`config.mk`:
```
export PLATFORM = sky130hd
export DESIGN_NAME = arcqt_mac
export DESIGN_NICKNAME = d
export VERILOG_FILES = /design/src/rtl/core/arcqt_pkg.sv /design/src/rtl/core/arcqt_mac.sv
export SDC_FILE = /design/constraint.sdc
export NUM_CORES = 2
export LEC_CHECK = 0
export ABC_CLOCK_PERIOD_IN_PS = 20200
export BUFFER_PORTS_ARGS = -buffer_cell sky130_fd_sc_hd__buf_2
export CAP_MARGIN = 20
export CORE_UTILIZATION = 45
export CTS_BUF_LIST = sky130_fd_sc_hd__clkbuf_4 sky130_fd_sc_hd__clkbuf_8
export DETAILED_ROUTE_END_ITERATION = 10
export GPL_ROUTABILITY_DRIVEN = 0
export GPL_TIMING_DRIVEN = 0
export PLACE_DENSITY = 0.6
export SLEW_MARGIN = 20
export SYNTH_ARGS = -nofsm -noshare
export SYNTH_HDL_FRONTEND = slang
export SYNTH_SLANG_ARGS = --single-unit
```
`constraint.sdc`:
```
create_clock -name clk -period 20.2 [get_ports clk]
set_clock_uncertainty 0.2 [all_clocks]
set_input_delay 3.03 -clock clk [delete_from_list [all_inputs] [get_ports clk]]
set_output_delay 3.03 -clock clk [all_outputs]
set_load 0.02 [all_outputs]
```
`src/rtl/core/arcqt_pkg.sv`:
```
// Shared types, constants and the MAC microprogram of the arcball tracker.
package arcqt_pkg;

	localparam logic signed [31:0] ONE_Q29 = 32'sh2000_0000;
	localparam logic signed [17:0] ONE_Q16 = 18'sh1_0000;

	localparam logic [5:0] N_XY_IN  = 6'd17;
	localparam logic [5:0] N_Z_DIV  = 6'd33;
	localparam logic [5:0] N_Z_SQRT = 6'd17;
	localparam logic [5:0] N_S_SQRT = 6'd29;
	localparam logic [5:0] N_XY_OUT = 6'd18;

	localparam logic [4:0] K_STEP = 5'd3;
	localparam logic [4:0] K_PROD = 5'd12;

	typedef enum logic [3:0] {
		SRC_DX, SRC_DY, SRC_R,
		SRC_A0, SRC_A1, SRC_A2,
		SRC_P0, SRC_P1, SRC_P2,
		SRC_W1, SRC_X1, SRC_Y1, SRC_Z1,
		SRC_O0, SRC_O1, SRC_O2
	} src_t;

	typedef enum logic [3:0] {
		DST_D2, DST_R2,
		DST_W1, DST_X1, DST_Y1, DST_Z1,
		DST_N0, DST_N1, DST_N2, DST_N3
	} dst_t;

	typedef struct packed {
		logic first;
		logic neg;
		logic sh29;
		logic last;
		dst_t dst;
	} mac_ctl_t;

	typedef struct packed {
		src_t     sa;
		logic     use_o3;
		src_t     sb;
		logic     brk;
		mac_ctl_t ctl;
	} uop_t;

	typedef struct packed {
		logic       start;
		logic       is_sqrt;
		logic [5:0] iters;
	} ds_req_t;

	function automatic uop_t mk(input src_t a, input src_t b, input logic o3,
			input logic first, input logic neg, input logic last,
			input logic brk, input logic sh29, input dst_t d);
		uop_t u;
		u.sa = a;
		u.sb = b;
		u.use_o3 = o3;
		u.brk = brk;
		u.ctl.first = first;
		u.ctl.neg = neg;
		u.ctl.sh29 = sh29;
		u.ctl.last = last;
		u.ctl.dst = d;
		return u;
	endfunction

	// b operand O3 is flagged separately (source code space is full)
	function automatic uop_t mac_uop(input logic [4:0] k);
		uop_t u;
		unique case (k)
			5'd0:  u = mk(SRC_DX, SRC_DX, 1'b0, 1'b1, 1'b0, 1'b0, 1'b0, 1'b0, DST_D2);
			5'd1:  u = mk(SRC_DY, SRC_DY, 1'b0, 1'b0, 1'b0, 1'b1, 1'b0, 1'b0, DST_D2);
			5'd2:  u = mk(SRC_R,  SRC_R,  1'b0, 1'b1, 1'b0, 1'b1, 1'b1, 1'b0, DST_R2);
			5'd3:  u = mk(SRC_A0, SRC_P0, 1'b0, 1'b1, 1'b0, 1'b0, 1'b0, 1'b0, DST_W1);
			5'd4:  u = mk(SRC_A1, SRC_P1, 1'b0, 1'b0, 1'b0, 1'b0, 1'b0, 1'b0, DST_W1);
			5'd5:  u = mk(SRC_A2, SRC_P2, 1'b0, 1'b0, 1'b0, 1'b1, 1'b0, 1'b0, DST_W1);
			5'd6:  u = mk(SRC_A1, SRC_P2, 1'b0, 1'b1, 1'b0, 1'b0, 1'b0, 1'b0, DST_X1);
			5'd7:  u = mk(SRC_A2, SRC_P1, 1'b0, 1'b0, 1'b1, 1'b1, 1'b0, 1'b0, DST_X1);
			5'd8:  u = mk(SRC_A2, SRC_P0, 1'b0, 1'b1, 1'b0, 1'b0, 1'b0, 1'b0, DST_Y1);
			5'd9:  u = mk(SRC_A0, SRC_P2, 1'b0, 1'b0, 1'b1, 1'b1, 1'b0, 1'b0, DST_Y1);
			5'd10: u = mk(SRC_A0, SRC_P1, 1'b0, 1'b1, 1'b0, 1'b0, 1'b0, 1'b0, DST_Z1);
			5'd11: u = mk(SRC_A1, SRC_P0, 1'b0, 1'b0, 1'b1, 1'b1, 1'b1, 1'b0, DST_Z1);
			5'd12: u = mk(SRC_W1, SRC_O0, 1'b0, 1'b1, 1'b0, 1'b0, 1'b0, 1'b1, DST_N0);
			5'd13: u = mk(SRC_X1, SRC_O1, 1'b0, 1'b0, 1'b1, 1'b0, 1'b0, 1'b1, DST_N0);
			5'd14: u = mk(SRC_Y1, SRC_O2, 1'b0, 1'b0, 1'b1, 1'b0, 1'b0, 1'b1, DST_N0);
			5'd15: u = mk(SRC_Z1, SRC_O0, 1'b1, 1'b0, 1'b1, 1'b1, 1'b0, 1'b1, DST_N0);
			5'd16: u = mk(SRC_W1, SRC_O1, 1'b0, 1'b1, 1'b0, 1'b0, 1'b0, 1'b1, DST_N1);
			5'd17: u = mk(SRC_X1, SRC_O0, 1'b0, 1'b0, 1'b0, 1'b0, 1'b0, 1'b1, DST_N1);
			5'd18: u = mk(SRC_Y1, SRC_O0, 1'b1, 1'b0, 1'b0, 1'b0, 1'b0, 1'b1, DST_N1);
			5'd19: u = mk(SRC_Z1, SRC_O2, 1'b0, 1'b0, 1'b1, 1'b1, 1'b0, 1'b1, DST_N1);
			5'd20: u = mk(SRC_W1, SRC_O2, 1'b0, 1'b1, 1'b0, 1'b0, 1'b0, 1'b1, DST_N2);
			5'd21: u = mk(SRC_X1, SRC_O0, 1'b1, 1'b0, 1'b1, 1'b0, 1'b0, 1'b1, DST_N2);
			5'd22: u = mk(SRC_Y1, SRC_O0, 1'b0, 1'b0, 1'b0, 1'b0, 1'b0, 1'b1, DST_N2);
			5'd23: u = mk(SRC_Z1, SRC_O1, 1'b0, 1'b0, 1'b0, 1'b1, 1'b0, 1'b1, DST_N2);
			5'd24: u = mk(SRC_W1, SRC_O0, 1'b1, 1'b1, 1'b0, 1'b0, 1'b0, 1'b1, DST_N3);
			5'd25: u = mk(SRC_X1, SRC_O2, 1'b0, 1'b0, 1'b0, 1'b0, 1'b0, 1'b1, DST_N3);
			5'd26: u = mk(SRC_Y1, SRC_O1, 1'b0, 1'b0, 1'b1, 1'b0, 1'b0, 1'b1, DST_N3);
			5'd27: u = mk(SRC_Z1, SRC_O0, 1'b0, 1'b0, 1'b0, 1'b1, 1'b1, 1'b1, DST_N3);
			default: u = mk(SRC_DX, SRC_DX, 1'b0, 1'b1, 1'b0, 1'b1, 1'b1, 1'b0, DST_D2);
		endcase
		return u;
	endfunction

	function automatic logic signed [31:0] sat32(input logic signed [39:0] v);
		if (v > 40'sd2147483647)
			return 32'sh7fff_ffff;
		if (v < -40'sd2147483648)
			return 32'sh8000_0000;
		return v[31:0];
	endfunction

endpackage

```
`src/rtl/core/arcqt_mac.sv`:
```
// Pipelined multiply-accumulate unit with tagged writeback.
module arcqt_mac
	import arcqt_pkg::*;
(
	input  logic               clk,
	input  logic               arst_n,
	input  logic               issue,
	input  mac_ctl_t           ctl,
	input  logic signed [31:0] op_a,
	input  logic signed [31:0] op_b,
	output logic signed [39:0] acc,
	output logic               wb_valid,
	output dst_t               wb_dst
);

	logic               valid_s1;
	mac_ctl_t           ctl_s1;
	logic signed [63:0] prod_s1;
	logic signed [63:0] shr_w;
	logic signed [39:0] term_w;
	logic signed [39:0] acc_q;
	logic               wb_q;
	dst_t               dst_q;

	always_comb begin
		shr_w = prod_s1 >>> 29;
		term_w = ctl_s1.sh29 ? shr_w[39:0] : prod_s1[39:0];
	end

	always_ff @(posedge clk or negedge arst_n) begin
		if (!arst_n) begin
			valid_s1 <= 1'b0;
			wb_q <= 1'b0;
		end else begin
			valid_s1 <= issue;
			wb_q <= valid_s1 & ctl_s1.last;
		end
	end

	always_ff @(posedge clk) begin
		prod_s1 <= op_a * op_b;
		ctl_s1 <= ctl;
		dst_q <= ctl_s1.dst;
		if (valid_s1)
			acc_q <= (ctl_s1.first ? 40'sd0 : acc_q) + (ctl_s1.neg ? -term_w : term_w);
	end

	assign acc = acc_q;
	assign wb_valid = wb_q;
	assign wb_dst = dst_q;

endmodule

```
-- Word level (Yosys, flattened, before mapping)
Index checks and enable logic that the tools add are counted.
- bits in registers: 118
- bits in latches: 0
- RAM bits: 0
- bits in read-only memories: 0
- bits of input ports: 75
- output and inout bits: 45
- word-level logic and storage cells: 17
- memories: 0
- add/subtract/negate cells: 2
- multipliers: 1
- divide/modulo/power cells: 0
- $lt $le $gt $ge: 0
- eq/ne operators: 0
- shift operators: 0
- multiplexer cells: 3
- bitwise gates (word level): 1
- reduce and logical (&&, ||, !) cells: 0
- operators by type and width (kind ; number):
    two-way mux 40 bit ; 3
    multiplier 32 x 32 -> 64 bit ; 1
    adder 40 bit ; 1
    negation 40 bit ; 1
    AND 1 bit ; 1

-- Logic depth before layout (Yosys ltp)
- depth in word-level cells: 4
- mapped depth: 29

-- Worst setup path before layout
Ideal clock, no wire load.
- path type: input to register
- start point: in op_a[31]
- end point: reg prod_s1[60]
- library setup time: 0.072 ns
- data arrival time: 10.161 ns
- data required time: 19.928 ns
- slack: 9.767 ns
- stages on the path: 25
- path buffers: 2
- cell sequence: clkbuf_1 -> nand2_1 -> inv_1 -> fa_1 -> fa_1 -> fa_1 -> inv_1 -> fa_1 -> fa_1 -> fa_1 -> fa_1 -> fa_1 -> inv_1 -> ha_1 -> clkbuf_1 -> a21o_1 -> a21o_1 -> a21o_1 -> nor3b_1 -> and4_1 -> o31a_1 -> o21ai_0 -> a21bo_2 -> a311oi_1 -> xnor2_1
- word-level cells in the longest chain between the ends: 1
- RTL lines (what ; RTL line ; text):
    start: declaration ; arcqt_mac.sv:9 ; input logic signed [31:0] op_a,
    multiplier 32 x 32 -> 64 bit ; arcqt_mac.sv:41 ; prod_s1 <= op_a * op_b;
    end signal: assignment ; arcqt_mac.sv:41 ;
    end: declaration ; arcqt_mac.sv:18 ; logic signed [63:0] prod_s1;
Every way passes these cells.
A chain may end at the register's enable or synchronous reset.

-- Final worst setup path
- start point: in op_a[31]
- end point: reg prod_s1[63]
The elaborated chain is that of the path after synthesis.

==> summary.txt <==
STA
  – Final setup TNS: 0 ns
  – Setup violations, final: 0
  – Final Hold Fails: 0
  – Max frequency: 0.08491 GHz
  – Setup ws final: 8.423 ns
  – Unrepaired setup endpoints after global routing: false
  – Hold slack final: 0.1283 ns
  – Final min period: 11.78 ns
  – Slew HR: 0.2017
  – Slew Limit Fails: 0
  – Slew @ Worst Pin: 1.197 ns
  – Final period util: 0.5830

Clock network
  – CTS tree: done
  – Post-CTS sizing: 0
  – H-Tree Depth: 4
  – # hold bufs at CTS: 0
  – Clock sink count: 118
  – Clock-pin slew on the worst setup and hold paths: 0.07 ns
  – Skew-Pair Late Insertion Delay: 0.45 ns
  – Postcts setup bufs: 0
  – CTS Root Cell: clkbuf_8
  – Clk buf depth: 2
  – Number of buffers created by CTS: 17

Setup path
  – Reg2reg setup slack: 11.81 ns
  – Crit path launch: op_a[31]
  – CP max FO: 13
  – R2R Path Start: ctl_s1[5]
  – Critical path startpoint category: input port
  – Setup crit end kind: flip-flop
  – Crit Path Category: in -> reg
  – Worst EP required: 20.34 ns
  – Crit path arrival time: 11.91 ns

Placement
  – Cells after DPL: 5875
  – HPWL after DPL: 124200 um
  – Place WS: 7.689 ns
  – Number of I/O port buffers: 119

Yosys
  – Mapped Area: 42540 um2
  – Synth warn: 0
  – Syn Inst Count: 4501
  – Ys async rst share: 0.01695
  – Commonest cells in the netlist: fa_1 (1083), inv_1 (983), nand2_1 (537)
  – Seq cells post-synth: 118
  – EDFF count, synth: 40
  – Mapped Nets: 5883
  – Sequential element share of the synthesized area: 0.06518
  – Yosys top cell area share: 0.5097
  – Post-synth cell types: 69
  – Most common cell in the netlist: fa_1
  – Largest area contributor in the netlist: fa_1
  – Area contributors post-synth: fa_1 (51%), inv_1 (8.7%), and2_1 (7.7%)
  – Synth Flop Type: dfxtp_1
  – Syn_area_per_cell: 9.451 um2

Die
  – Die X: 309.5 um
  – Die height: 309.5 um
  – Die area: 95760 um2
  – Num ports: 120
  – Initial Util: 0.4551
  – # rows: 112
  – Core footprint: 93470 um2

Route
  – Total number of vias: 32130
  – Post-route DRC: 0
  – DRT Wirelength: 144900 um
  – ANT nets after route: 0
  – Routed WL per cell: 24.48 um
  – 1st-iter DRT viols: 2807
  – DRT Pass-1 Iters: 5
  – Drt via density: 5.429

Final layout
  – FF+latch area: 2774 um2
  – Share of layout cells above drive strength 1: 0.03954
  – Non-Filler Instances: 5918
  – Multi-input gate area: 35220 um2
  – Nets: 6022
  – Area grow syn2layout: 6.133%
  – Fillers: 9099

Global route
  – Vias in the first global route: 33510
  – Pin count of the biggest net entering global routing: 27
  – GRT Util Overall: 0.3110
  – Overflow after GRT: 0
  – Global-route wire length before repair: 214200 um
  – Initial antenna violation count: 16

Min path
  – Hold path start: ctl_s1[2]
  – Worst hold path type: reg -> reg

Job
  – Max cap viols: 0

Status
  – Outcome: finished clean
-- kinds of logic (layout without fill, tap and decap cells) --
family,after synthesis,in the layout,share of synthesized area
fa+ha+maj,1307,1307,0.5756
other cells,0,11,0
xor+xnor,144,144,0.02965
flops,118,118,0.06518
simple gates,1342,1342,0.1609
buf+inv,1208,1360,0.1070
compound gates,343,343,0.05239
mux,39,39,0.009266
-- sequential cells by signal (all words and copies together) (netlist names) --
register,count
prod_s1,64
acc,40
wb_valid,1
valid_s1,1
wb_dst,4
ctl_s1,8
-- final timing paths --
path	cells after the start	end
max	25	prod_s1[63]
min	0	wb_dst[2]
max reg2reg	25	acc[33]
min reg2reg	0	wb_dst[2]
max in group asynchronous	1	valid_s1
min in group asynchronous	1	valid_s1
-- layer usage --
layer  up-vias  GRT usage  share of wire
met3       402    0.07261           0.10
met5         -          0        0.00054
met1     16490     0.4050           0.38
met2      1663     0.4839           0.45
met4        10     0.1619          0.061
li1      13560          -              -
-- cell usage in the layout, fill, tap and decap left out, types with 5 or more instances in the layout --
| cell | n |
|---|---|
| dfxtp_1 | 76 |
| o22ai_1 | 5 |
| nand2_1 | 537 |
| and4_1 | 5 |
| or2_2 | 7 |
| o21bai_1 | 19 |
| ha_1 | 224 |
| diode_2 | 11 |
| xnor2_1 | 84 |
| clkbuf_8 | 18 |
| mux2i_1 | 36 |
| and2_1 | 522 |
| a21oi_1 | 105 |
| a21o_1 | 63 |
| o31ai_1 | 7 |
| a221oi_1 | 5 |
| nor2_1 | 85 |
| clkbuf_1 | 212 |
| fa_1 | 1081 |
| a211oi_1 | 12 |
| and3_1 | 12 |
| a21boi_0 | 6 |
| nor2b_1 | 56 |
| nor3b_1 | 8 |
| nand4_1 | 12 |
| nor3_1 | 36 |
| buf_1 | 7 |
| xor2_1 | 60 |
| buf_2 | 122 |
| a211o_1 | 5 |
| inv_1 | 983 |
| nand3_1 | 23 |
| a31oi_1 | 9 |
| o21ai_0 | 61 |
| o21a_1 | 8 |
| edfxtp_1 | 40 |
| nand2b_1 | 23 |
-- metrics by stage --
step | utilization | area [um2]
after floorplan | - | 42540
after global placement | 0.4782 | 44700
after detailed placement | 0.4785 | 44720
after CTS | 0.4826 | 45110
after global routing | 0.4828 | 45130
final | 0.4830 | 45150
-- area by class of cell --
cell class,count,area share
multi-input combinational,3175,0.7801
antenna,11,0.0006097
clock buffer,20,0.005820
inverter,983,0.08173
sequential,118,0.06144
timing repair buffer,120,0.01364
clock inverter,12,0.002771
buffer,225,0.01915
tap,1254,0.03475
-- critical path, cell delays in order --
cell	delay, ns
buf_2	0.15
clkbuf_1	0.75
nand2_1	0.33
inv_1	0.16
fa_1	0.42
inv_1	0.29
fa_1	0.61
fa_1	0.58
inv_1	0.07
fa_2	0.92
inv_1	0.34
fa_1	0.56
inv_1	0.05
fa_1	0.49
fa_1	0.55
inv_1	0.13
fa_1	0.52
inv_1	0.04
ha_1	0.36
and4_1	0.23
a221o_1	0.34
a21oi_1	0.41
o21a_1	0.25
nor2_1	0.06
a211oi_1	0.24
Power is left out: the tool's default activity adds up to more than one toggle a clock period on the data nets, which glitch-free logic cannot reach.
