==> src/rtl/core/arcqt_pkg.sv <==
// Shared types, constants and the MAC microprogram of the arcball tracker.
package arcqt_pkg;

	localparam logic signed [31:0] ONE_Q29 = 32'sh2000_0000;
	localparam logic signed [17:0] ONE_Q16 = 18'sh1_0000;

	localparam logic [5:0] N_XY_IN  = 6'd17;
	localparam logic [5:0] N_Z_DIV  = 6'd33;
	localparam logic [5:0] N_Z_SQRT = 6'd17;
	localparam logic [5:0] N_S_SQRT = 6'd29;
	localparam logic [5:0] N_XY_OUT = 6'd18;

	localparam logic [4:0] K_STEP = 5'd3;
	localparam logic [4:0] K_PROD = 5'd12;

	typedef enum logic [3:0] {
		SRC_DX, SRC_DY, SRC_R,
		SRC_A0, SRC_A1, SRC_A2,
		SRC_P0, SRC_P1, SRC_P2,
		SRC_W1, SRC_X1, SRC_Y1, SRC_Z1,
		SRC_O0, SRC_O1, SRC_O2
	} src_t;

	typedef enum logic [3:0] {
		DST_D2, DST_R2,
		DST_W1, DST_X1, DST_Y1, DST_Z1,
		DST_N0, DST_N1, DST_N2, DST_N3
	} dst_t;

	typedef struct packed {
		logic first;
		logic neg;
		logic sh29;
		logic last;
		dst_t dst;
	} mac_ctl_t;

	typedef struct packed {
		src_t     sa;
		logic     use_o3;
		src_t     sb;
		logic     brk;
		mac_ctl_t ctl;
	} uop_t;

	typedef struct packed {
		logic       start;
		logic       is_sqrt;
		logic [5:0] iters;
	} ds_req_t;

	function automatic uop_t mk(input src_t a, input src_t b, input logic o3,
			input logic first, input logic neg, input logic last,
			input logic brk, input logic sh29, input dst_t d);
		uop_t u;
		u.sa = a;
		u.sb = b;
		u.use_o3 = o3;
		u.brk = brk;
		u.ctl.first = first;
		u.ctl.neg = neg;
		u.ctl.sh29 = sh29;
		u.ctl.last = last;
		u.ctl.dst = d;
		return u;
	endfunction

	// b operand O3 is flagged separately (source code space is full)
	function automatic uop_t mac_uop(input logic [4:0] k);
		uop_t u;
		unique case (k)
			5'd0:  u = mk(SRC_DX, SRC_DX, 1'b0, 1'b1, 1'b0, 1'b0, 1'b0, 1'b0, DST_D2);
			5'd1:  u = mk(SRC_DY, SRC_DY, 1'b0, 1'b0, 1'b0, 1'b1, 1'b0, 1'b0, DST_D2);
			5'd2:  u = mk(SRC_R,  SRC_R,  1'b0, 1'b1, 1'b0, 1'b1, 1'b1, 1'b0, DST_R2);
			5'd3:  u = mk(SRC_A0, SRC_P0, 1'b0, 1'b1, 1'b0, 1'b0, 1'b0, 1'b0, DST_W1);
			5'd4:  u = mk(SRC_A1, SRC_P1, 1'b0, 1'b0, 1'b0, 1'b0, 1'b0, 1'b0, DST_W1);
			5'd5:  u = mk(SRC_A2, SRC_P2, 1'b0, 1'b0, 1'b0, 1'b1, 1'b0, 1'b0, DST_W1);
			5'd6:  u = mk(SRC_A1, SRC_P2, 1'b0, 1'b1, 1'b0, 1'b0, 1'b0, 1'b0, DST_X1);
			5'd7:  u = mk(SRC_A2, SRC_P1, 1'b0, 1'b0, 1'b1, 1'b1, 1'b0, 1'b0, DST_X1);
			5'd8:  u = mk(SRC_A2, SRC_P0, 1'b0, 1'b1, 1'b0, 1'b0, 1'b0, 1'b0, DST_Y1);
			5'd9:  u = mk(SRC_A0, SRC_P2, 1'b0, 1'b0, 1'b1, 1'b1, 1'b0, 1'b0, DST_Y1);
			5'd10: u = mk(SRC_A0, SRC_P1, 1'b0, 1'b1, 1'b0, 1'b0, 1'b0, 1'b0, DST_Z1);
			5'd11: u = mk(SRC_A1, SRC_P0, 1'b0, 1'b0, 1'b1, 1'b1, 1'b1, 1'b0, DST_Z1);
			5'd12: u = mk(SRC_W1, SRC_O0, 1'b0, 1'b1, 1'b0, 1'b0, 1'b0, 1'b1, DST_N0);
			5'd13: u = mk(SRC_X1, SRC_O1, 1'b0, 1'b0, 1'b1, 1'b0, 1'b0, 1'b1, DST_N0);
			5'd14: u = mk(SRC_Y1, SRC_O2, 1'b0, 1'b0, 1'b1, 1'b0, 1'b0, 1'b1, DST_N0);
			5'd15: u = mk(SRC_Z1, SRC_O0, 1'b1, 1'b0, 1'b1, 1'b1, 1'b0, 1'b1, DST_N0);
			5'd16: u = mk(SRC_W1, SRC_O1, 1'b0, 1'b1, 1'b0, 1'b0, 1'b0, 1'b1, DST_N1);
			5'd17: u = mk(SRC_X1, SRC_O0, 1'b0, 1'b0, 1'b0, 1'b0, 1'b0, 1'b1, DST_N1);
			5'd18: u = mk(SRC_Y1, SRC_O0, 1'b1, 1'b0, 1'b0, 1'b0, 1'b0, 1'b1, DST_N1);
			5'd19: u = mk(SRC_Z1, SRC_O2, 1'b0, 1'b0, 1'b1, 1'b1, 1'b0, 1'b1, DST_N1);
			5'd20: u = mk(SRC_W1, SRC_O2, 1'b0, 1'b1, 1'b0, 1'b0, 1'b0, 1'b1, DST_N2);
			5'd21: u = mk(SRC_X1, SRC_O0, 1'b1, 1'b0, 1'b1, 1'b0, 1'b0, 1'b1, DST_N2);
			5'd22: u = mk(SRC_Y1, SRC_O0, 1'b0, 1'b0, 1'b0, 1'b0, 1'b0, 1'b1, DST_N2);
			5'd23: u = mk(SRC_Z1, SRC_O1, 1'b0, 1'b0, 1'b0, 1'b1, 1'b0, 1'b1, DST_N2);
			5'd24: u = mk(SRC_W1, SRC_O0, 1'b1, 1'b1, 1'b0, 1'b0, 1'b0, 1'b1, DST_N3);
			5'd25: u = mk(SRC_X1, SRC_O2, 1'b0, 1'b0, 1'b0, 1'b0, 1'b0, 1'b1, DST_N3);
			5'd26: u = mk(SRC_Y1, SRC_O1, 1'b0, 1'b0, 1'b1, 1'b0, 1'b0, 1'b1, DST_N3);
			5'd27: u = mk(SRC_Z1, SRC_O0, 1'b0, 1'b0, 1'b0, 1'b1, 1'b1, 1'b1, DST_N3);
			default: u = mk(SRC_DX, SRC_DX, 1'b0, 1'b1, 1'b0, 1'b1, 1'b1, 1'b0, DST_D2);
		endcase
		return u;
	endfunction

	function automatic logic signed [31:0] sat32(input logic signed [39:0] v);
		if (v > 40'sd2147483647)
			return 32'sh7fff_ffff;
		if (v < -40'sd2147483648)
			return 32'sh8000_0000;
		return v[31:0];
	endfunction

endpackage

==> src/rtl/core/arcqt_dsu.sv <==
// Bit-serial restoring divider and square root, one result bit per cycle.
module arcqt_dsu
	import arcqt_pkg::*;
(
	input  logic        clk,
	input  logic        arst_n,
	input  ds_req_t     req,
	input  logic [63:0] num,
	input  logic [31:0] den,
	output logic        done,
	output logic [33:0] res
);

	logic        busy_q;
	logic        done_q;
	logic [5:0]  cnt_q;
	logic        sqrt_q;
	logic [33:0] rem_q;
	logic [63:0] sh_q;
	logic [33:0] res_q;
	logic [31:0] den_q;
	logic [35:0] t_w;
	logic [35:0] trial_w;
	logic [35:0] diff_w;
	logic        ge_w;

	always_comb begin
		if (sqrt_q) begin
			t_w = {rem_q, sh_q[63:62]};
			trial_w = {res_q, 2'b01};
		end else begin
			t_w = {1'b0, rem_q, sh_q[63]};
			trial_w = {4'b0, den_q};
		end
		ge_w = t_w >= trial_w;
		diff_w = t_w - trial_w;
	end

	always_ff @(posedge clk or negedge arst_n) begin
		if (!arst_n) begin
			busy_q <= 1'b0;
			done_q <= 1'b0;
			cnt_q <= '0;
		end else begin
			done_q <= 1'b0;
			if (req.start) begin
				busy_q <= 1'b1;
				cnt_q <= req.iters;
			end else if (busy_q) begin
				cnt_q <= cnt_q - 6'd1;
				if (cnt_q == 6'd1) begin
					busy_q <= 1'b0;
					done_q <= 1'b1;
				end
			end
		end
	end

	always_ff @(posedge clk) begin
		if (req.start) begin
			sqrt_q <= req.is_sqrt;
			den_q <= den;
			res_q <= '0;
			if (req.is_sqrt) begin
				rem_q <= '0;
				sh_q <= num << (7'd64 - {req.iters, 1'b0});
			end else begin
				rem_q <= 34'(num >> req.iters);
				sh_q <= num << (7'd64 - {1'b0, req.iters});
			end
		end else if (busy_q) begin
			rem_q <= ge_w ? diff_w[33:0] : t_w[33:0];
			res_q <= {res_q[32:0], ge_w};
			sh_q <= sqrt_q ? {sh_q[61:0], 2'b00} : {sh_q[62:0], 1'b0};
		end
	end

	assign done = done_q;
	assign res = res_q;

endmodule

==> config.mk <==
export PLATFORM = sky130hd
export DESIGN_NAME = arcqt_dsu
export DESIGN_NICKNAME = d
export VERILOG_FILES = /design/src/rtl/core/arcqt_pkg.sv /design/src/rtl/core/arcqt_dsu.sv
export SDC_FILE = /design/constraint.sdc
export NUM_CORES = 1
export LEC_CHECK = 0
export BUFFER_PORTS_ARGS = -buffer_cell sky130_fd_sc_hd__buf_2
export CAP_MARGIN = 40
export CORE_MARGIN = 2
export CORE_UTILIZATION = 50
export DETAILED_ROUTE_END_ITERATION = 6
export GPL_TIMING_DRIVEN = 0
export PLACE_DENSITY = 0.71
export REMOVE_ABC_BUFFERS = 1
export SLEW_MARGIN = 5
export SYNTH_ARGS = -nofsm -noshare
export SYNTH_HDL_FRONTEND = slang
export SYNTH_SLANG_ARGS = --single-unit
==> constraint.sdc <==
create_clock -name clk -period 4.26 [get_ports clk]
set_input_delay 0.639 -clock clk [delete_from_list [all_inputs] [get_ports clk]]
set_output_delay 0.639 -clock clk [all_outputs]
set_load 0.02 [all_outputs]
# Word-level counts from Yosys, hierarchy flattened
# Cells that the tools add are included.
[op_classes]
n_lt_le_gt_ge = 1
reduce_logical = 1
shifts = 3
mux = 18
eq_ne = 1
addsub = 4
[ops]
columns = ["operator", "n"]
rows = [
  ["$mux W64", 4],
  ["$mux W34", 4],
  ["$shl A64 B7 Y64", 2],
  ["$mux W36", 2],
  ["$shr A64 B6 Y34", 1],
  ["$ge A36 B36 Y1", 1],
  ["$sub A34 B34 Y34", 1],
  ["$mux W6", 2],
  ["$sub A7 B6 Y7 const A", 1],
  ["$sub A7 B7 Y7 const A", 1],
  ["$eq A6 B1 Y1 const B", 1],
  ["$mux W1", 6],
  ["$sub A6 B1 Y6 const B", 1],
  ["$reduce_bool A2 Y1", 1],
]
[word_totals]
wordCells = 36
ff_bits = 173
inputBits = 106

# Logic depth before layout (Yosys ltp)
# Gate-level depths: netlist of the first run.
[depth]
depth_word = 5
depth_mapped = 17
depth_no_buf = 11

# Least setup slack after synthesis of the first run
# No wires, ideal clock.
[synth_timing]
kind = "register to register"
startpoint = "register sqrt_q"
endpoint = "register rem_q[2], data pin"
required_ns = 3.989
slack_ns = -0.121
period_less_slack_ns = 4.381
stages_incl_launch_ff = 18
t_arrival_ns = 4.110
path_cell_list = "edfxtp_1 clkbuf_1 buf_1 buf_2 buf_1 or2_2 ha_1 inv_1 fa_1 a31oi_2 o221ai_1 a21o_1 o211a_1 or2_0 buf_2 buf_4 o21ai_0 o22ai_1"
[synth_via]
elab_chain_len = 5
word_cells_on_any_way = 7
classes_between = "add/sub (1); order compare (1); mux (5)"
[synth_rtl]
columns = ["element", "line", "rtl"]
rows = [
  ["from (decl)", "arcqt_dsu.sv:17", "logic sqrt_q;"],
  ["from (signal assigned)", "arcqt_dsu.sv:61", "sqrt_q <= req.is_sqrt;"],
  ["$mux W36", "arcqt_dsu.sv:28", "if (sqrt_q) begin"],
  ["$sub A34 B34 Y34 / $ge A36 B36 Y1 (equally long branches)", "arcqt_dsu.sv:36, arcqt_dsu.sv:35", ""],
  ["$mux W34 (*)", "arcqt_dsu.sv:72", "rem_q <= ge_w ? diff_w[33:0] : t_w[33:0];"],
  ["$mux W34 (*)", "arcqt_dsu.sv:71", "end else if (busy_q) begin"],
  ["$mux W34 (*)", "arcqt_dsu.sv:60", "if (req.start) begin"],
  ["to (signal assigned)", "arcqt_dsu.sv:68", "rem_q <= 34'(num >> req.iters);"],
  ["to (signal assigned)", "arcqt_dsu.sv:72", ""],
  ["to (decl)", "arcqt_dsu.sv:18", "logic [33:0] rem_q;"],
]
# Every way passes the cells marked *; elsewhere a longest branch is shown, timed or not. The select of a mux whose other input is x is not followed.
# A chain may end at the register's enable or synchronous reset.

# Worst setup path in the final report of the first run
[layout_timing]
startpoint = "input port req[1] (netlist bit)"
endpoint = "register sh_q[55], data pin"
[layout_via]
elab_chain_len = 4
word_cells_on_any_way = 6
classes_between = "add/sub (2); shift (2); mux (2)"
[layout_rtl]
columns = ["element", "line", "rtl"]
rows = [
  ["from (decl)", "arcqt_dsu.sv:7", "input ds_req_t req,"],
  ["$sub A7 B6 Y7 / $sub A7 B7 Y7 (equally long branches)", "arcqt_dsu.sv:69, arcqt_dsu.sv:66", ""],
  ["$shl A64 B7 Y64, on equally long branches", "arcqt_dsu.sv:69, arcqt_dsu.sv:66", ""],
  ["$mux W64 (*)", "arcqt_dsu.sv:64", "if (req.is_sqrt) begin"],
  ["$mux W64 (*)", "arcqt_dsu.sv:60", ""],
  ["to (signal assigned)", "arcqt_dsu.sv:66", "sh_q <= num << (7'd64 - {req.iters, 1'b0});"],
  ["to (signal assigned)", "arcqt_dsu.sv:69", "sh_q <= num << (7'd64 - {1'b0, req.iters});"],
  ["to (signal assigned)", "arcqt_dsu.sv:74", "sh_q <= sqrt_q ? {sh_q[61:0], 2'b00} : {sh_q[62:0], 1'b0};"],
  ["to (decl)", "arcqt_dsu.sv:19", "logic [63:0] sh_q;"],
]
# Every way passes the cells marked *; elsewhere a longest branch is shown, timed or not.

==> summary.md, run 1 <==
| Metric | Value |
|---|---|
| H-tree depth | `4` |
| Die Y | `192 microns` |
| Number of setup violations in the final report | `0` |
| Critical path arrival | `4.32 ns` |
| Fmax | `244 MHz` |
| Placed wire-length estimate | `41400 microns` |
| Vias in the first global route | `15000` |
| Dpl cell area | `19000 sq um` |
| CP max FO | `34` |
| Count leader, synth | `mux2i_1` |
| Initial Utilization | `50.3%` |
| Final worst setup slack | `0.160 ns` |
| Filler cells | `3104` |
| Post-Syn Area | `17800 sq um` |
| Clock latency on the worst-skew pair | `0.49 ns` |
| Input/output buffers | `140` |
| Vias/cell | `6.55` |
| Seq/Total Area, Yosys | `27.1%` |
| DRT Wirelength | `54400 microns` |
| Seq. cell area | `4820 sq um` |
| Synth cell count leaders | `mux2i_1 (358), nand2_1 (246), edfxtp_1 (131)` |
| Die ar. | `37000 sq um` |
| Slew Limit Fails | `0` |
| Slowest cell on crit path | `mux4_2` |
| Clock Path Buffers | `2` |
| Reg2reg setup slack | `0.16 ns` |
| Post-DR wirelength/cell | `22.8 microns` |
| Power Internal | `5390 uW` |
| Final GP Congestion | `0.967` |
| Post-synth EDFFs | `131` |
| P_leak | `0.00847 uW` |
| CTS sink count | `173` |
| Area growth syn-to-layout | `11.8%` |
| Largest net degree at the start of global routing | `101` |
| Post-Syn Area per Cell | `9.51 sq um` |
| Peak VDD IR | `0.000437 V` |
| CP required | `4.48 ns` |
| Iteration-0 DRC Markers | `1514` |
| Drc violations | `0` |
| Power Dens Cells | `481 nW/um^2` |
| Post-synth cell types | `82` |
| Worst Max-Slew Pin Slew | `0.956 ns` |
| Core outline area | `35300 sq um` |
| Skew final | `0.0207 ns` |
| First-pass GRT wire length | `83700 microns` |
| Final Hold Viols | `0` |
| Final net count | `2050` |
| CP startpoint kind | `input port` |
| Flop and latch count out of synthesis | `173` |
| YS warnings | `0` |
| Reg2reg start | `sqrt_q` |
| Design area | `19800 sq um` |
| DR pass1 iterations | `6` |
| Width of the die | `192 microns` |
| CTS buffer count | `17` |
| Worst Hold Launch | `den[3]` |
| Sw Share | `43.6%` |
| Placement Setup Slack | `-0.933 ns` |
| CP cell instances | `buf_4 > inv_1 > ha_2 > xnor2_4 > mux2_4 > buf_12 > mux4_2 > mux2i_1 > mux2i_1 > a21oi_1 > mux2i_1 > o2bb2ai_1` |
| ANT nets after route | `0` |
| Asr flop ratio synth | `4.62%` |
| Outcome | `complete, no violations` |
| R2R cell count | `14` |
| Total gr overflow | `0` |
| Flop pwr share | `25.5%` |
| WS Path Type | `in2reg` |
| Max-Cap Viols | `0` |
| Tot GR Track Use | `29.3%` |
| Vias post-DR | `15600` |
| Top cells by area in the synthesized netlist | `edfxtp_1 (22%), mux2i_1 (20%), mux4_2 (12%)` |
| Hold endpoint | `den_q[3]` |
| Hold depth | `1` |
| Post-synth top area cell | `edfxtp_1` |
| Top cell by count, worst path | `mux2i_1` |
| Top Ports | `141` |
| Root buffer cell | `clkbuf_16` |
| Initial antenna violation count | `4` |
| HP Class | `in2reg` |
| Sw Pwr | `4160 uW` |
| Logic pwr share | `57.7%` |
| Pwr Total | `9550 uW` |
| Multi-input combinational cell area | `12300 sq um` |
| Setup TNS | `0 ns` |
| Rows | `69` |
| CP endpoint kind | `flip-flop` |
| Final worst-path cycle share | `96.2%` |
| Post-Syn Instances | `1867` |
| Slew headroom | `36.3%` |
| Post-synth top flop | `edfxtp_1` |
| Final core utilization | `56.2%` |
| Post-synth top area share | `22.2%` |
| Tmin final | `4.10 ns` |
| CTS tree | `done` |
| Reg clk slew, reported paths | `0.09 ns` |
| Max stage delay on crit path | `0.56 ns` |
| Share of layout cells above drive strength 1 | `21.4%` |
| Clk pwr share | `16.8%` |
| Reg-to-reg critical path endpoint | `rem_q[26]` |
## state kept, by name, summed over array words and instances (netlist names)
signal  cells
den_q      32
rem_q      34
sqrt_q      1
res        34
cnt_q       6
done        1
busy_q      1
sh_q       64
## cells in the final DEF, fill, tap and decap left out, types with 11 or more instances in the layout
cell       netlist  layout
buf_2           56     137
a221o_1         12      12
a21o_1          12      11
xnor2_1         24      24
and3_1          12      12
inv_1           17      16
clkbuf_16        0      17
mux2i_1        358     354
and2_1          14      14
a211oi_1        14      14
nor2_1         116     115
a31oi_1         16      14
o221ai_1        18      17
nand4_1         11      11
a21oi_1         92      91
nand3_1         32      31
o22ai_1         48      48
o211ai_1        16      16
buf_16           0      15
mux2_2          63      62
mux4_2          92      92
edfxtp_1       131     131
o21ai_0         97      97
ha_1            39      37
dfxtp_1         34      34
nor3_1          25      24
nand2_1        246     245
## layout make-up
class / count / area share, %
Clock buffer: 17 / 2.14
Clock inverter: 15 / 0.864
Multi-Input combinational cell: 1512 / 62.0
Timing Repair Buffer: 179 / 7.31
Tap cell: 461 / 2.91
Sequential cell: 173 / 24.3
Inverter: 21 / 0.410
Antenna cell: 5 / 0.0631
## stage by stage
stage | cells | hold WS [ns]
2_1_floorplan | 1706 | 0.343
3_3_place_gp | 2307 | 0.492
3_5_place_dp | 2337 | 0.492
4_1_cts | 2376 | 0.311
5_1_grt | 2380 | 0.313
6_report | 2383 | 0.326
## power groups by stage
stage | clock, uW | combinational (uW) | sequential, uW
final | 1600 | 5510 | 2430
after global routing | 1700 | 5960 | 2470
after CTS | 1630 | 5300 | 2420
after detailed placement | 0 | 5170 | 2460
after global placement | 0 | 4970 | 2500
after floorplan | 0 | 3740 | 2440
## routing by layer
metal / track usage (%) / vias up / routed length, microns
li1: - / 7251 / -
met1: 36.3 / 7592 / 21600
met2: 50.4 / 629 / 26600
met3: 4.18 / 139 / 3450
met4: 13.9 / 0 / 2720
met5: 0 / - / 0
## repair_timing
action                                 in CTS  in global routing
hold buffers                                1                  0
buffers inserted                            6                  2
endpoints found under the hold margin       8                  0
pin swaps                                   1                  2
setup endpoints to repair                  62                 23
gates resized for setup                    15                 12
## worst max-delay path by stage
stage                      start         to  slack (ns)  depth (start not counted)
after global placement    req[0]   sh_q[25]       -7.25                         11
after detailed placement  req[1]   sh_q[55]       -0.93                         12
after global routing      sqrt_q  rem_q[33]       -0.01                         14
final                     req[1]   sh_q[55]        0.16                         12
after CTS                 sqrt_q  rem_q[26]       -0.05                         15
after floorplan           req[0]   sh_q[25]       -3.43                         10
## critical path: cells and delay by family
family	cells	cell delay, ns
AOI/OAI and AO/OA	2	0.52
buffers and inverters	3	0.81
xor gates and xnor gates	1	0.36
muxes	5	1.67
adders and majority gates	1	0.28
## logic make-up after synthesis
logic type               count (synthesis)  share of synthesized area, %
flip-flops                             173                          27.1
multiplexers                           514                          35.9
buffers and inverters                  182                          4.66
adder cells (fa/ha/maj)                 40                          2.86
AO/OA/AOI/OAI                          413                          15.0
XOR/XNOR                                34                          1.72
AND/OR/NAND/NOR                        511                          12.7
Note: power is estimated with default switching activity, not from simulation.
==> inputs of run 2 (changes only) <==
--- a/config.mk
+++ b/config.mk
@@ -13,6 +13,7 @@
 export GPL_TIMING_DRIVEN = 0
 export PLACE_DENSITY = 0.71
 export REMOVE_ABC_BUFFERS = 1
+export SETUP_SLACK_MARGIN = 0.5
 export SLEW_MARGIN = 5
 export SYNTH_ARGS = -nofsm -noshare
 export SYNTH_HDL_FRONTEND = slang
==> run 2 against run 1 <==
  * Global-route usage up 0.82 points
  * Critical path depth up 2
  * Utilization up 3.1 points
  * Final area up 5.5%
  * Clock skew down 0.0017 ns
  * Register-to-register slack better by 0.29 ns
  * First-iteration DRC count down 1.4%
  * Maximum frequency up 7.6%
  * Critical path type is now reg2reg
  * Largest power group unchanged
  * Highest routed layer unchanged
==> summary.md, run 2 (synthesis gave the netlist of run 1 again) <==
| Metric | Value |
|---|---|
| Most flops, register | `sh_q` |
| Final net count | `2095 (+2.2%)` |
| P_leak | `0.00882 uW (+4.1%)` |
| Die Y | `192 microns (unchanged)` |
| Die ar. | `37000 sq um (unchanged)` |
| Skew final | `0.0190 ns (-0.00168 ns)` |
| Drc violations | `0 (unchanged)` |
| Initial antenna violation count | `4 (unchanged)` |
| Area growth syn-to-layout | `17.9%` |
| Top Ports | `141 (unchanged)` |
| Total gr overflow | `0 (unchanged)` |
| Reg2reg setup slack | `0.45 ns (+0.29 ns)` |
| Crit-path leading delay family | `compound AO/OA/AOI/OAI gates` |
| Tmin final | `3.81 ns (-0.290 ns)` |
| Top cell by count, worst path | `buf_16` |
| M1 GR Usage | `36.9% (+0.58 points)` |
| Vias post-DR | `16100 (+3.1%)` |
| Most common cell after layout, fill and taps aside | `mux2i_1` |
| CP cell instances | `clkbuf_16 > buf_16 > buf_16 > mux2_4 > ha_4 > a21o_1 > a31oi_4 > o22a_1 > nand3_2 > o211a_4 > or2_4 > buf_16 > o31a_1 > a221o_1` |
| Max stage delay on crit path | `0.44 ns (-0.12 ns)` |
| Clock latency on the worst-skew pair | `0.49 ns (about the same)` |
| Busiest metal layer after global routing | `met2` |
| Final GP Congestion | `0.967 (unchanged)` |
| Final worst setup slack | `0.450 ns (+0.290 ns)` |
| Outcome | `complete, no violations` |
| CP startpoint kind | `flip-flop` |
| Width of the die | `192 microns (unchanged)` |
| Input/output buffers | `140 (unchanged)` |
| CTS buffer count | `17 (unchanged)` |
| Post-DR wirelength/cell | `23.9 microns (+4.8%)` |
| Peak VDD IR | `0.000438 V (+0.20%)` |
| DR pass1 iterations | `6 (unchanged)` |
| First-pass GRT wire length | `85900 microns (+2.7%)` |
| Met3 Use GR | `4.07% (-0.11 points)` |
| CTS tree | `done` |
| Worst Max-Slew Pin Slew | `1.13 ns (+0.176 ns)` |
| Largest net degree at the start of global routing | `101 (unchanged)` |
| Slowest cell on crit path | `edfxtp_1` |
| Fmax | `262 MHz (+7.6%)` |
| Vias/cell | `6.63 (+1.3%)` |
| Final worst-path cycle share | `89.4% (-6.8 points)` |
| Clock Path Buffers | `2 (unchanged)` |
| CP required | `4.49 ns (about the same)` |
| Placement Setup Slack | `-0.933 ns (unchanged)` |
| Iteration-0 DRC Markers | `1493 (-1.4%)` |
| Tot GR Track Use | `30.2% (+0.82 points)` |
| Power Dens Cells | `517 nW/um^2 (+7.4%)` |
| Initial Utilization | `50.3% (unchanged)` |
| WS Path Type | `reg2reg` |
| ANT nets after route | `0 (unchanged)` |
| Layout Cells excl Fill | `2427 (+1.8%)` |
| Rows | `69 (unchanged)` |
| Placed wire-length estimate | `41400 microns (unchanged)` |
| Slew Limit Fails | `0 (unchanged)` |
| Reg clk slew, reported paths | `0.09 ns (about the same)` |
| Max-Cap Viols | `0 (unchanged)` |
| CP endpoint kind | `flip-flop` |
| CP max FO | `8 (-76%)` |
| Worst Path Buf+Inv | `4 (+1)` |
| RSZ-0062 raised after global routing | `yes` |
| DRT Wirelength | `58000 microns (+6.7%)` |
| Final Hold Viols | `0 (unchanged)` |
| H-tree depth | `4 (unchanged)` |
| HP Class | `in2reg` |
| Vias in the first global route | `15300 (+1.8%)` |
| Number of setup violations in the final report | `0 (unchanged)` |
| CTS sink count | `173 (unchanged)` |
| Root buffer cell | `clkbuf_16` |
| Share of layout cells above drive strength 1 | `26.8% (+5.4 points)` |
| Core outline area | `35300 sq um (unchanged)` |
| Dpl cells | `2337 (unchanged)` |
| Max FFs per register | `64 (unchanged)` |
| Met2 usage | `52.5% (+2.1 points)` |
| Slew headroom | `23.8% (-13 points)` |
| Most frequent cells in the layout | `mux2i_1 (341), nand2_1 (244), buf_2 (136)` |
| WHS | `0.323 ns (-0.00249 ns)` |
| Critical path arrival | `4.04 ns (-0.28 ns)` |
==> run 2: changes by cell type in the layout (fill, tap and decap cells not counted), moves of 8 or more <==
cell / before / now
buf_4: 10 / 47
ha_1: 37 / 13
ha_4: 0 / 21
mux2i_1: 354 / 341
a21oi_2: 0 / 11
o21ai_0: 97 / 86
a21oi_1: 91 / 81
mux2i_2: 1 / 11
o21ai_1: 5 / 14
mux2_4: 1 / 9
==> run 2: final timing paths <==
path / from / to / cells after the start
max: sqrt_q / rem_q[26] / 14
min: den[3] / den_q[3] / 1
max reg2reg: sqrt_q / rem_q[26] / 14
min reg2reg: res[33] / res[33] / 2
max in group asynchronous: arst_n / busy_q / 2
min in group asynchronous: arst_n / cnt_q[0] / 2
==> run 2: stage by stage <==
| stage | util, % | instance area (sq um) | setup TNS [ns] | power [uW] |
|---|---|---|---|---|
| final | 59.3 | 20900 | 0 | 10800 |
| after global routing | 59.3 | 20900 | 0 | 11400 |
| after floorplan | - | 17000 | -304.41 | 6180 |
| after detailed placement | 53.9 | 19000 | -49.74 | 7630 |
| after CTS | 57.5 | 20300 | 0 | 9960 |
| after global placement | 51.8 | 18300 | -828.51 | 7480 |
==> run 2: what timing repair did <==
item,CTS,global route
buffers inserted,29,17
pin swaps,20,48
setup endpoints to repair,93,57
hold buffers,1,0
gates resized for setup,70,87
hold endpoints to repair,8,0
gates cloned,4,3
==> run 2: worst register-to-register path, stage by stage, from the launching register on <==
cell,delay [ns]
edfxtp_1,0.44
clkbuf_16,0.19
buf_16,0.15
buf_16,0.15
mux2_4,0.33
ha_4,0.27
a21o_1,0.24
a31oi_4,0.22
o22a_1,0.28
nand3_2,0.11
o211a_4,0.31
or2_4,0.29
buf_16,0.16
o31a_1,0.12
a221o_1,0.29
==> run 2: final cells by class <==
cell class | count | area, sq um
timing repair buffer | 222 | 1890
inverter | 21 | 83.8
sequential | 173 | 4820
tap | 461 | 577
clock buffer | 17 | 425
clock inverter | 15 | 171
antenna | 4 | 10.0
fill | 2971 | 14400
multi-input combinational | 1514 | 13000
==> run 2: routing by layer <==
metal | vias up | wire [microns] | part of all wire [%]
met1 | 7853 | 22400 | 39
met3 | 163 | 4060 | 7.0
li1 | 7329 | - | -
met4 | 0 | 3040 | 5.2
met5 | - | 0 | 0
met2 | 753 | 28500 | 49
==> run 2: power breakdown <==
group          switching (uW)  internal (uW)
Combinational            3670           3090
Sequential                192           2250
Clock                     830            787
Total                    4690           6130
